File: src/hw/rtl/ttrc_pkg.sv
`timescale 1ns / 1ps

package ttrc_pkg;

   localparam int unsigned ByteW = 8;
   localparam int unsigned TermW = 16;
   localparam int unsigned ProdW = 25;   // 9-bit factor times 16-bit term

   localparam logic [ByteW-1:0] POS_MUL_A   = 8'd17;
   localparam logic [ByteW-1:0] POS_MUL_C   = 8'd31;
   localparam logic [ByteW-1:0] FIRST_OFS   = 8'd7;
   localparam logic [TermW-1:0] TERM_MOD    = 16'hFFFF;
   localparam logic [TermW-1:0] TERM_ONE    = 16'd1;

   // one request held in the input register
   typedef struct packed {
      logic             vld;
      logic             last;
      logic [ByteW-1:0] data_byte;
   } item_type;

   // reduce a product-sized value mod 65535: 2^16 is 1 mod 65535, so fold the top bits in
   function automatic logic [TermW-1:0] fold_mod(input logic [ProdW-1:0] v);
      logic [TermW:0] sum;
      logic [TermW:0] red;
      begin
         sum = {1'b0, v[TermW-1:0]} + {{(2*TermW+1-ProdW){1'b0}}, v[ProdW-1:TermW]};
         if (sum >= {1'b0, TERM_MOD}) begin
            red = sum - {1'b0, TERM_MOD};
         end else begin
            red = sum;
         end
         fold_mod = red[TermW-1:0];
      end
   endfunction

endpackage

File: src/hw/rtl/three_term_recurrence_checksum_core.sv
`timescale 1ns / 1ps
// Channel   Direction  Ports                      Contents
// req_      in         tvalid tready tdata tlast  tdata[7:0] data_byte, tlast last
// rsp_      out        tvalid tready tdata        tdata[15:0] checksum
//
// One byte per cycle sustained unless a final byte waits on an untaken checksum.
// A request is held in the input register; the term update (two small multiplies
// and a fold mod 65535) feeds the state registers and the checksum register at once.
// Synchronous active-high reset clears the recurrence to start a new message.
// A stalled result register holds only a final byte; other bytes keep flowing.

module three_term_recurrence_checksum_core
   import ttrc_pkg::*;
(
   input  logic             clock,
   input  logic             reset,
   input  logic             req_tvalid,
   output logic             req_tready,
   input  logic [ByteW-1:0] req_tdata,   // [7:0] data_byte
   input  logic             req_tlast,
   output logic             rsp_tvalid,
   input  logic             rsp_tready,
   output logic [TermW-1:0] rsp_tdata    // [15:0] checksum
);

   item_type         item;
   logic             advance;
   logic             take;
   logic [TermW-1:0] new_term;

   logic             rsp_vld_ff, rsp_vld_in;
   logic [TermW-1:0] rsp_data_ff, rsp_data_in;

   // consume the held request unless its result would overwrite a waiting one
   assign advance    = item.vld & (~item.last | ~rsp_vld_ff | rsp_tready);
   assign req_tready = ~item.vld | advance;
   assign take       = req_tvalid & req_tready;

   ttrc_input_reg u_in (
      .clock     (clock),
      .reset     (reset),
      .take      (take),
      .advance   (advance),
      .data_byte (req_tdata),
      .last      (req_tlast),
      .item      (item)
   );

   ttrc_recur u_recur (
      .clock    (clock),
      .reset    (reset),
      .advance  (advance),
      .item     (item),
      .new_term (new_term)
   );

   // hold the checksum until taken
   always_comb begin
      rsp_vld_in  = rsp_vld_ff & ~rsp_tready;
      rsp_data_in = rsp_data_ff;
      if (advance && item.last) begin
         rsp_vld_in  = 1'b1;
         rsp_data_in = new_term;
      end
   end

   always_ff @(posedge clock) begin
      if (reset) begin
         rsp_vld_ff <= 1'b0;
      end else begin
         rsp_vld_ff <= rsp_vld_in;
      end
   end

   always_ff @(posedge clock) begin
      rsp_data_ff <= rsp_data_in;
   end

   assign rsp_tvalid = rsp_vld_ff;
   assign rsp_tdata  = rsp_data_ff;

endmodule

File: src/hw/rtl/ttrc_input_reg.sv
`timescale 1ns / 1ps

module ttrc_input_reg
   import ttrc_pkg::*;
(
   input  logic             clock,
   input  logic             reset,
   input  logic             take,        // request accepted this cycle
   input  logic             advance,     // held request consumed this cycle
   input  logic [ByteW-1:0] data_byte,
   input  logic             last,
   output item_type         item
);

   logic             vld_ff,  vld_in;
   logic             last_ff, last_in;
   logic [ByteW-1:0] byte_ff, byte_in;

   // load on accept, drop when consumed without a replacement
   always_comb begin
      vld_in  = vld_ff;
      last_in = last_ff;
      byte_in = byte_ff;
      if (take) begin
         vld_in  = 1'b1;
         last_in = last;
         byte_in = data_byte;
      end else if (advance) begin
         vld_in  = 1'b0;
      end
   end

   always_ff @(posedge clock) begin
      if (reset) begin
         vld_ff <= 1'b0;
      end else begin
         vld_ff <= vld_in;
      end
   end

   always_ff @(posedge clock) begin
      last_ff <= last_in;
      byte_ff <= byte_in;
   end

   assign item.vld       = vld_ff;
   assign item.last      = last_ff;
   assign item.data_byte = byte_ff;

endmodule

File: src/hw/rtl/ttrc_recur.sv
`timescale 1ns / 1ps

module ttrc_recur
   import ttrc_pkg::*;
(
   input  logic             clock,
   input  logic             reset,
   input  logic             advance,
   input  item_type         item,
   output logic [TermW-1:0] new_term
);

   logic             first_ff, first_in;
   logic [ByteW-1:0] pos_ff,   pos_in;
   logic [TermW-1:0] prev_ff,  prev_in;
   logic [TermW-1:0] cur_ff,   cur_in;

   logic [ByteW-1:0] coef_a;
   logic [ByteW-1:0] coef_c;
   logic [ByteW:0]   fac_x;
   logic [ProdW-1:0] prod_x;
   logic [ProdW-1:0] prod_y;
   logic             x_ge_y;
   logic [ProdW-1:0] diff;
   logic [TermW-1:0] diff_mod;
   logic [TermW-1:0] step_term;

   // position coefficients, kept mod 256 by truncation
   assign coef_a = pos_ff * POS_MUL_A;
   assign coef_c = pos_ff * POS_MUL_C;
   assign fac_x  = {1'b0, item.data_byte} + {1'b0, coef_a};

   assign prod_x = {{(ProdW-ByteW-1){1'b0}}, fac_x} * {{(ProdW-TermW){1'b0}}, cur_ff};
   assign prod_y = {{(ProdW-ByteW){1'b0}}, coef_c} * {{(ProdW-TermW){1'b0}}, prev_ff};

   assign x_ge_y   = (prod_x >= prod_y);
   assign diff     = x_ge_y ? (prod_x - prod_y) : (prod_y - prod_x);
   assign diff_mod = fold_mod(diff);

   // negative difference wraps as 1 - d mod 65535
   always_comb begin
      if (x_ge_y) begin
         step_term = diff_mod;
      end else if (diff_mod == '0) begin
         step_term = TERM_ONE;
      end else if (diff_mod == TERM_ONE) begin
         step_term = '0;
      end else begin
         step_term = '0 - diff_mod;
      end
   end

   assign new_term = first_ff ? {{(TermW-ByteW){1'b0}}, item.data_byte}
                                + {{(TermW-ByteW){1'b0}}, FIRST_OFS}
                              : step_term;

   // advance the recurrence, clear after the final byte
   always_comb begin
      first_in = first_ff;
      pos_in   = pos_ff;
      prev_in  = prev_ff;
      cur_in   = cur_ff;
      if (advance) begin
         if (item.last) begin
            first_in = 1'b1;
            pos_in   = '0;
            prev_in  = TERM_ONE;
            cur_in   = TERM_ONE;
         end else if (first_ff) begin
            first_in = 1'b0;
            pos_in   = {{(ByteW-1){1'b0}}, 1'b1};
            prev_in  = TERM_ONE;
            cur_in   = new_term;
         end else begin
            pos_in   = pos_ff + {{(ByteW-1){1'b0}}, 1'b1};
            prev_in  = cur_ff;
            cur_in   = new_term;
         end
      end
   end

   always_ff @(posedge clock) begin
      if (reset) begin
         first_ff <= 1'b1;
         pos_ff   <= '0;
         prev_ff  <= TERM_ONE;
         cur_ff   <= TERM_ONE;
      end else begin
         first_ff <= first_in;
         pos_ff   <= pos_in;
         prev_ff  <= prev_in;
         cur_ff   <= cur_in;
      end
   end

endmodule

File: config.mk
export PLATFORM = sky130hd
export DESIGN_NAME = three_term_recurrence_checksum_core
export DESIGN_NICKNAME = d
export VERILOG_FILES = /design/src/hw/rtl/ttrc_pkg.sv /design/src/hw/rtl/three_term_recurrence_checksum_core.sv /design/src/hw/rtl/ttrc_input_reg.sv /design/src/hw/rtl/ttrc_recur.sv
export SDC_FILE = /design/constraint.sdc
export NUM_CORES = 1
export LEC_CHECK = 0
export BUFFER_PORTS_ARGS = -buffer_cell sky130_fd_sc_hd__buf_2
export CORE_ASPECT_RATIO = 1.5
export CORE_MARGIN = 10
export CORE_UTILIZATION = 60
export CTS_BUF_LIST = sky130_fd_sc_hd__clkbuf_8 sky130_fd_sc_hd__clkbuf_16
export DETAILED_ROUTE_END_ITERATION = 10
export GPL_TIMING_DRIVEN = 0
export PLACE_DENSITY = 0.77
export SYNTH_ARGS = -nofsm -noshare
export SYNTH_HDL_FRONTEND = slang
export SYNTH_SLANG_ARGS = --single-unit
File: constraint.sdc
create_clock -name clock -period 23.7 [get_ports clock]
set_input_delay 1.185 -clock clock [delete_from_list [all_inputs] [get_ports clock]]
set_output_delay 1.185 -clock clock [all_outputs]
set_load 0.01 [all_outputs]
---- Word level (Yosys, flattened, before mapping) ----
Index checks and enable logic that the tools add are counted.
cells by class
  add/sub/neg operators ................... 8
  multipliers ............................. 4
  div/mod/pow operators ................... 0
  $lt $le $gt $ge ......................... 2
  equality and inequality tests ........... 1
  shift-type cells ........................ 0
  mux-type cells .......................... 15
  bitwise gates (word level) .............. 10
  reductions and logical operators ........ 3
operator list
  cell                      count
  $mux W16                  8
  $ge A25 B24 Y1            1
  $mul A9 B16 Y25           1
  $mux W25                  1
  $sub A24 B25 Y25          1
  $sub A25 B24 Y25          1
  $mul A8 B16 Y24           1
  $add A16 B9 Y17           1
  $ge A17 B16 Y1 const B    1
  $eq A16 B1 Y1 const B     1
  $logic_not A16 Y1         1
  $mul A8 B5 Y8 const B     2
  $mux W8                   2
  $sub A1 B16 Y16 const A   1
  $sub A16 B16 Y16 const B  1
  $add A8 B3 Y9 const B     1
  $add A8 B8 Y9             1
  $add A8 B1 Y8 const B     1
  $mux W1                   4
  $not A1 Y1                4
  $and A1 B1 Y1             3
  $or A1 B1 Y1              3
  $reduce_bool A2 Y1        1
  $logic_and A1 B1 Y1       1
storage, ports and cells
  register bits after elaboration ......... 68
  bits in latches ......................... 0
  memory bits (writable) .................. 0
  memory bits (read-only) ................. 0
  bits of input ports ..................... 13
  output and inout port bits .............. 18
  word-level logic and storage cells ...... 52
  memories kept ........................... 0

---- Logic depth before layout (Yosys ltp) ----
Gate-level depths: netlist (run 1).
  word-level depth ........................ 14
  mapped depth ............................ 68

---- Cells and area by module ----
A second synthesis (run 1) with hierarchy kept.
second synthesis, totals
  cells, all modules ...................... 1939
  area, all modules ....................... 16126.7 µm²
by module, submodules not included
  module                               instances  cells each  area an instance (µm²)
  ttrc_recur                           1          1899        15233.4
  three_term_recurrence_checksum_core  1          25          569.3
  ttrc_input_reg                       1          15          324.1

---- Worst setup path after synthesis (run 1) ----
No wires, ideal clock.
  path type ............................... reg2reg
  start point ............................. register u_recur.pos_ff[1]
  end point ............................... register rsp_data_ff[8], in the netlist rsp_tdata[8] (data pin)
  data arrival time ....................... 14.240 ns
  data required time ...................... 23.444 ns
  slack ................................... 9.204 ns
  cell stages (with the launch flop) ...... 65
  period minus slack after synthesis ...... 14.496 ns
  cells stage by stage .................... dfxtp_1 fa_1 inv_1 fa_1 fa_1 o21ai_0 o21ai_0 o21bai_1 a21oi_1 xnor2_1 clkbuf_1 and2_1 fa_1 inv_1 fa_1 inv_1 fa_1 inv_1 (+29 left out) fa_1 a21o_1 a21oi_1 o21ai_0 a21o_1 o31a_1 nand2b_1 a311o_1 nand3_2 nand4_2 and2_1 xnor2_1 ha_1 inv_1 a311o_1 o21ai_2 inv_2 a22o_1
between the ends
  word-level cells in the longest chain between the ends .. 13
ends and longest elaborated chain
  what                                                       RTL line                                   RTL
  start, declared                                            ttrc_recur.sv:14                           logic [ByteW-1:0] pos_ff, pos_in;
  start signal, assigned                                     ttrc_recur.sv:90                           pos_ff <= pos_in;
  $mul A8 B5 Y8                                              ttrc_recur.sv:29                           assign coef_a = pos_ff * POS_MUL_A;
  $add A8 B8 Y9                                              ttrc_recur.sv:31                           assign fac_x = {1'b0, item.data_byte} + {1'b0, coef_a};
  $mul A9 B16 Y25                                            ttrc_recur.sv:33                           assign prod_x = {{(ProdW-ByteW-1){1'b0}}, fac_x} * {{(ProdW-TermW){1'b0}}, cur_ff};
  $sub A24 B25 Y25, or another cell as far along             ttrc_recur.sv:37                           assign diff = x_ge_y ? (prod_x - prod_y) : (prod_y - prod_x);
  $mux W25                                                   ttrc_recur.sv:37
  $add A16 B9 Y17                                            ttrc_pkg.sv:27                             sum = {1'b0, v[TermW-1:0]} + {{(2*TermW+1-ProdW){1'b0}}, v[ProdW-1:TermW]};
  $sub A16 B16 Y16 / $ge A17 B16 Y1 (equally long branches)  ttrc_pkg.sv:29, ttrc_pkg.sv:28
  $mux W16                                                   ttrc_pkg.sv:28                             if (sum >= {1'b0, TERM_MOD}) begin
  $sub A1 B16 Y16 / $eq A16 B1 Y1 (equally long branches)    ttrc_recur.sv:49, ttrc_recur.sv:46
  $mux W16                                                   ttrc_recur.sv:46                           end else if (diff_mod == TERM_ONE) begin
  $mux W16                                                   ttrc_recur.sv:44                           end else if (diff_mod == '0) begin
  $mux W16 *                                                 ttrc_recur.sv:42                           if (x_ge_y) begin
  $mux W16 *                                                 ttrc_recur.sv:53                           assign new_term = first_ff ? {{(TermW-ByteW){1'b0}}, item.data_byte}
  net new_term[8]                                            three_term_recurrence_checksum_core.sv:29  logic [TermW-1:0] new_term;
  end signal, assigned                                       three_term_recurrence_checksum_core.sv:76  rsp_data_ff <= rsp_data_in;
  end, declared                                              three_term_recurrence_checksum_core.sv:32  logic [TermW-1:0] rsp_data_ff, rsp_data_in;
Mark *: on every way through the listed nets, which the timed path passes. The rest lies on a longest branch.
A chain may end at the register's enable or synchronous reset.

---- Worst setup path in the final report (run 1) ----
  start point ............................. register u_recur.pos_ff[1]
  end point ............................... register rsp_data_ff[3], in the netlist rsp_tdata[3] (data pin)
Same word-level chain as after synthesis.

==> key figures, run 1 <==
Critical path
  – Critical path fanouts, max: 10
  – Critical path capture point type: register
  – Worst EP arrival: between 15000 and 20000 ps
  – CP required: approximately 24000 ps
  – Max incr delay on CP: 780 ps
  – Crit path max-delay family: compound AO/OA/AOI/OAI gates
  – Startpoint Class: register
  – Buf+Inv Stages, Crit Path: 10
  – CP Class: reg2reg
  – CP max-delay cell: xnor2_1

Finish
  – Inserted Diodes: 0
  – Final cell count without fillers: between 2000 and 2500
  – Final nets: 2411
  – Fill cells: between 2000 and 2500
  – Layout cell share with drive strength beyond 1: under 10%
  – Area grow syn2layout: 5.47%
  – Final core occ: ~64%

Route
  – Via density: 6.06
  – ANT nets after route: 0
  – DRT iter0 DRCs: 992
  – Via count: ~14000
  – Routed WL: between 40000 and 50000 um
  – First drt pass iteration count: 5
  – Routed wire per std cell: about 21 um
  – # DRC: 0

Clock network
  – Hold Buf Count CTS: 0
  – Post-cts resize count: 0
  – Clock Root Buffer: clkbuf_16
  – Clk Latency, worst-skew pair: between 300 and 400 ps
  – CTS H-tree depth: 3
  – CTS tree: done
  – Clock transition at path regs: about 60 ps
  – Clock tree buffer depth: 2
  – CTS buffer count: 9
  – Clock sink count: between 60 and 70
  – Post-CTS Repair Setup Buffers: 0

Die
  – Die width: 155 um
  – Cell Rows: 74
  – Die area: 0.0344 mm2
  – Io pins: 31
  – Core area: approximately 0.027 mm2
  – Starting Density: about three fifths
  – Die Span Y: 222 um

Place
  – Buffers on Ports: 30
  – Final GP Congestion: 1.07
  – Place WS: between 5000 and 6000 ps
  – DP Cell Count: between 2000 and 2500
  – HPWL Detailed: between 40000 and 50000 um

Yosys
  – Synth area leaders: fa_1 24%, ha_1 13%, inv_1 6.8%, and2_1 5.7%, dfxtp_1 5.3%
  – Commonest cells in the synthesized netlist: 295 x inv_1, 223 x nand2_1, 197 x fa_1
  – Post-synth top flop: dfxtp_1
  – Mean Syn Cell Area: approximately 8.2 um2
  – Yosys warning total: 0
  – FFs w/ async S/R, synth: 0%
  – Synth Instances: between 1500 and 2000
  – Syn_nets: roughly 2400
  – Mapped cell area: roughly 0.016 mm2
  – EDFF count, synth: 25
  – Largest area contributor in the netlist: fa_1
  – Synth cell types: between 90 and 100
  – Seq/Total Area, Yosys: under 10%
  – FF+latch count, synth: slightly below 70
  – Most numerous cell in the Yosys netlist: inv_1
  – Top cell type's share of synthesized area: around 24%

Status
  – Status: complete, no violations

GRT
  – Overflow left after global routing: 0
  – Vias in the first global route: around 15000
  – GRT Util Overall: roughly 28%
  – First-pass GRT wire length: roughly 80000 um
  – Pin count of the biggest net entering global routing: 19
  – Initial antenna violation count: 0

STA
  – Hold Fails Final Rpt: 0
  – Crit share post-route: about three quarters
  – Minimum clock period: 18080 ps
  – Maximum clock rate: between 50 and 60 MHz
  – Unrepaired setup endpoints after global routing: no
  – Post-route clock skew: between 8 and 9 ps
  – Max Slew Vio Count: 0
  – Slew headroom: between 20% and 30%
  – Final setup viols: 0
  – Worst slew pin tran: approximately 1100 ps
  – Setup TNS: 0 ps
  – Final WS setup: 5620 ps

Hold path
  – Worst min path class: reg2reg

Flow run
  – Max cap viols: 0
==> area by class of cell <==
type                            instances  area [um2]  share of cell area (%)
Sequential cell                        68        1610                    9.35
Timing Repair Buffer                   30         150                   0.871
Inverter                              297        1110                    6.47
Clock inverter                          7        91.3                   0.530
Clock buffer                            9         225                    1.31
Buffer                                 72         290                    1.68
Multi-Input combinational cell       1552       13300                    77.3
Tap cell                              342         428                    2.48
==> kinds of logic (layout without fill, tap and decap cells) <==
logic type	count (synthesis)	in the layout	share of synthesized area, %
AO/OA/AOI/OAI	400	400	16.6
XOR/XNOR	126	126	6.98
adder cells (fa/ha/maj)	368	368	37.2
buffers and inverters	369	415	8.59
flip-flops	68	68	9.86
multiplexers	13	13	0.934
AND/OR/NAND/NOR	645	645	19.8
==> layer usage <==
layer | vias to the layer above | track usage (%) | routed length [um]
met4 | 0 | 21.2 | 4290
met1 | 7002 | 31.0 | 17500
met3 | 169 | 2.27 | 2570
met2 | 603 | 49.8 | 24800
met5 | - | 0 | 0
li1 | 6639 | - | -
==> cell usage in the layout (no fill, tap or decap), types with 29 or more instances in the layout <==
cell type,count
dfxtp_1,43
and2_1,148
xnor2_1,86
fa_1,197
a21oi_1,113
o21bai_1,31
nor2_1,115
xor2_1,38
o21ai_0,62
a21o_1,31
clkbuf_1,60
nand2_1,223
buf_2,37
inv_1,295
ha_1,171
nor2b_1,29
==> per-stage QoR <==
stage | hold WS [ps] | cell area (um2)
6_report | 479 | 17200
5_1_grt | 488 | 17200
4_1_cts | 473 | 17200
3_5_place_dp | 457 | 16900
3_3_place_gp | 457 | 16900
2_1_floorplan | 434 | 16300
==> state kept, by name, summed over array words and instances (netlist names) <==
signal	flops
rsp_tdata	16
u_in.vld_ff	1
u_recur.cur_ff	16
u_in.byte_ff	8
u_recur.first_ff	1
u_in.last_ff	1
u_recur.pos_ff	8
rsp_tvalid	1
u_recur.prev_ff	16
==> path summary, 6_finish.rpt <==
check	from	end	slack, ps	cells past startpoint
worst min register to register	u_recur.cur_ff[3]	u_recur.cur_ff[3]	480	2
worst max-delay path	u_recur.pos_ff[1]	rsp_tdata[3]	5620	61
worst min-delay path	u_recur.cur_ff[3]	u_recur.cur_ff[3]	480	2
worst max register to register	u_recur.pos_ff[1]	rsp_tdata[3]	5620	61
==> worst register-to-register path: cells and delay by family (launching register included) <==
kind	cells	cell delay [ps]
AOI/OAI and AO/OA	24	5360
xor gates and xnor gates	4	1790
buffers and inverters	10	2340
adders and majority gates	11	4460
and+or+nand+nor	11	2960
muxes	1	290
DFF	1	600
Power of run 1 is not shown: default switching activity piles up to over one toggle a cycle in this logic, so the estimate is an artifact.
==> run 2, diff against run 1 <==
--- a/config.mk
+++ b/config.mk
@@ -12,7 +12,7 @@
 export CTS_BUF_LIST = sky130_fd_sc_hd__clkbuf_8 sky130_fd_sc_hd__clkbuf_16
 export DETAILED_ROUTE_END_ITERATION = 10
 export GPL_TIMING_DRIVEN = 0
-export PLACE_DENSITY = 0.77
+export PLACE_DENSITY = 0.8
 export SYNTH_ARGS = -nofsm -noshare
 export SYNTH_HDL_FRONTEND = slang
 export SYNTH_SLANG_ARGS = --single-unit
==> constraint.sdc (replaced) <==
create_clock -name clock -period 14.6 [get_ports clock]
set_input_delay 0.73 -clock clock [delete_from_list [all_inputs] [get_ports clock]]
set_output_delay 0.73 -clock clock [all_outputs]
set_load 0.01 [all_outputs]
==> run 2 against run 1 <==
The run now ends with setup timing left. Sequential share of layout area shrank 0.61 points. Largest cell class unchanged. Via count grew 4.2%. Clock-buffer cell count is the same. Critical path depth grew 3. Worst setup slack lost 5900 ps. First-iteration DRC count grew 15%.
==> key figures, run 2 (synthesized netlist as in run 1, its figures left out) <==
Clock network
  – Clk Latency, worst-skew pair: 330 ps
  – Clock Root Buffer: clkbuf_16
  – Clock transition at path regs: roughly 60 ps
  – CTS buffer count: 9
  – CTS tree: done
  – Clock sink count: between 60 and 70
  – CTS H-tree depth: 3
  – Hold Buf Count CTS: 0
  – Clock tree buffer depth: 2

Finish
  – Most common cell after layout, fill and taps aside: inv_1
  – Layout cell share with drive strength beyond 1: a little over an eighth
  – Finished Cell Area: between 0.015 and 0.02 mm2
  – Final nets: between 2000 and 2500
  – Area grow syn2layout: 14.1%
  – Most frequent cells in the layout: 288 x inv_1, 218 x nand2_1, 194 x fa_1

Critical path
  – Crit. Startpoint: u_recur.pos_ff[1]
  – Critical path fanouts, max: 10
  – CP required: approximately 15000 ps
  – Reg2reg start: u_recur.pos_ff[1]
  – Startpoint Class: register
  – Critical path capture point type: register
  – CP Class: reg2reg
  – Max incr delay on CP: just under 600 ps
  – CP max-delay cell: fa_1
  – Cell mode on critical path: inv_2
  – Worst EP arrival: about 15000 ps

Die
  – Io pins: 31
  – Core area: approximately 0.027 mm2
  – Die Span Y: around 220 um
  – Starting Density: between 60% and 70%
  – Cell Rows: 74
  – Die width: 155 um
  – Die area: 0.0344 mm2

GRT
  – Pin count of the biggest net entering global routing: 19
  – Initial antenna violation count: 0
  – Vias in the first global route: between 15000 and 20000
  – Overflow left after global routing: 0
  – First-pass GRT wire length: 81300 um
  – GRT Util Overall: between 20 and 30%

STA
  – Minimum clock period: 14830 ps
  – Worst slew pin tran: about 950 ps
  – Final setup viols: 28
  – Slew headroom: a little over a third
  – Crit share post-route: 102%
  – Hold slack: roughly 480 ps
  – Hold Fails Final Rpt: 0
  – Maximum clock rate: just under 70 MHz
  – Post-route clock skew: between 6 and 7 ps
  – Unrepaired setup endpoints after global routing: yes
  – Setup TNS: -4150 ps
  – Final WS setup: -234 ps
  – Max Slew Vio Count: 0

Place
  – Final GP Congestion: just over 1
  – HPWL Detailed: around 42000 um
  – Placed Area: ~0.017 mm2
  – Buffers on Ports: 30

Route
  – Via density: around 6.2
  – # DRC: 0
  – Routed wire per std cell: roughly 21 um
  – Via count: roughly 15000
  – First drt pass iteration count: 5
  – DRT iter0 DRCs: 1140
  – Routed WL: approximately 52000 um
  – ANT nets after route: 0

Hold path
  – Worst min path class: reg2reg
  – HP Start: u_recur.cur_ff[3]

Status
  – Failing checks: setup timing
  – Status: complete, but fails checks

Flow run
  – Max cap viols: 0
[run 2: worst paths after layout]
kind / endpoint / slack, ps / depth (start not counted)
max: rsp_tdata[8] / -230 / 64
min: u_recur.cur_ff[3] / 480 / 2
max reg2reg: rsp_tdata[8] / -230 / 64
min reg2reg: u_recur.cur_ff[3] / 480 / 2
[run 2: routing by layer]
| metal | part of all wire, % | up-vias | track usage (%) | wire length [um] |
|---|---|---|---|---|
| met4 | 6.4 | 0 | 16.4 | 3340 |
| met2 | 50 | 698 | 50.2 | 26200 |
| li1 | - | 6751 | - | - |
| met5 | 0 | - | 0 | 0 |
| met1 | 37 | 7401 | 35.1 | 19400 |
| met3 | 6.5 | 173 | 3.05 | 3430 |
[run 2: layout make-up]
| type | instances | area (um2) |
|---|---|---|
| diodes | 1 | 2.50 |
| plain buffers | 70 | 388 |
| clock buffers | 9 | 225 |
| clock inverters | 7 | 91.3 |
| fillers | 2197 | 8380 |
| inverters | 297 | 1110 |
| multi-input cells | 1553 | 14100 |
| flip-flops and latches | 68 | 1630 |
| well taps | 342 | 428 |
| repair buffers | 91 | 626 |
[run 2: through the flow]
step | instances | setup slack, ps | utilization, %
after detailed placement | 2361 | -3430 | 62.6
after CTS | 2414 | 13.0 | 67.3
final | 2438 | -234 | 69.0
after global routing | 2437 | -721 | 69.0
after floorplan | 1989 | 104 | -
after global placement | 2361 | -3390 | 62.6
[run 2: repair_timing]
item	CTS	global route
pin swaps	60	47
gates cloned	1	1
gates resized for setup	140	65
setup buffers	38	22
endpoints found under the setup margin	32	32
[run 2: critical path: cells and delay by family, from the launching register on]
family | cells | cell delay (ps)
XOR/XNOR | 4 | 720
AO/OA/AOI/OAI | 27 | 5060
adder cells (fa/ha/maj) | 12 | 4860
AND/OR/NAND/NOR | 10 | 2590
flip-flops | 1 | 370
buffers and inverters | 11 | 960
Power of run 2 is left out for the same reason.
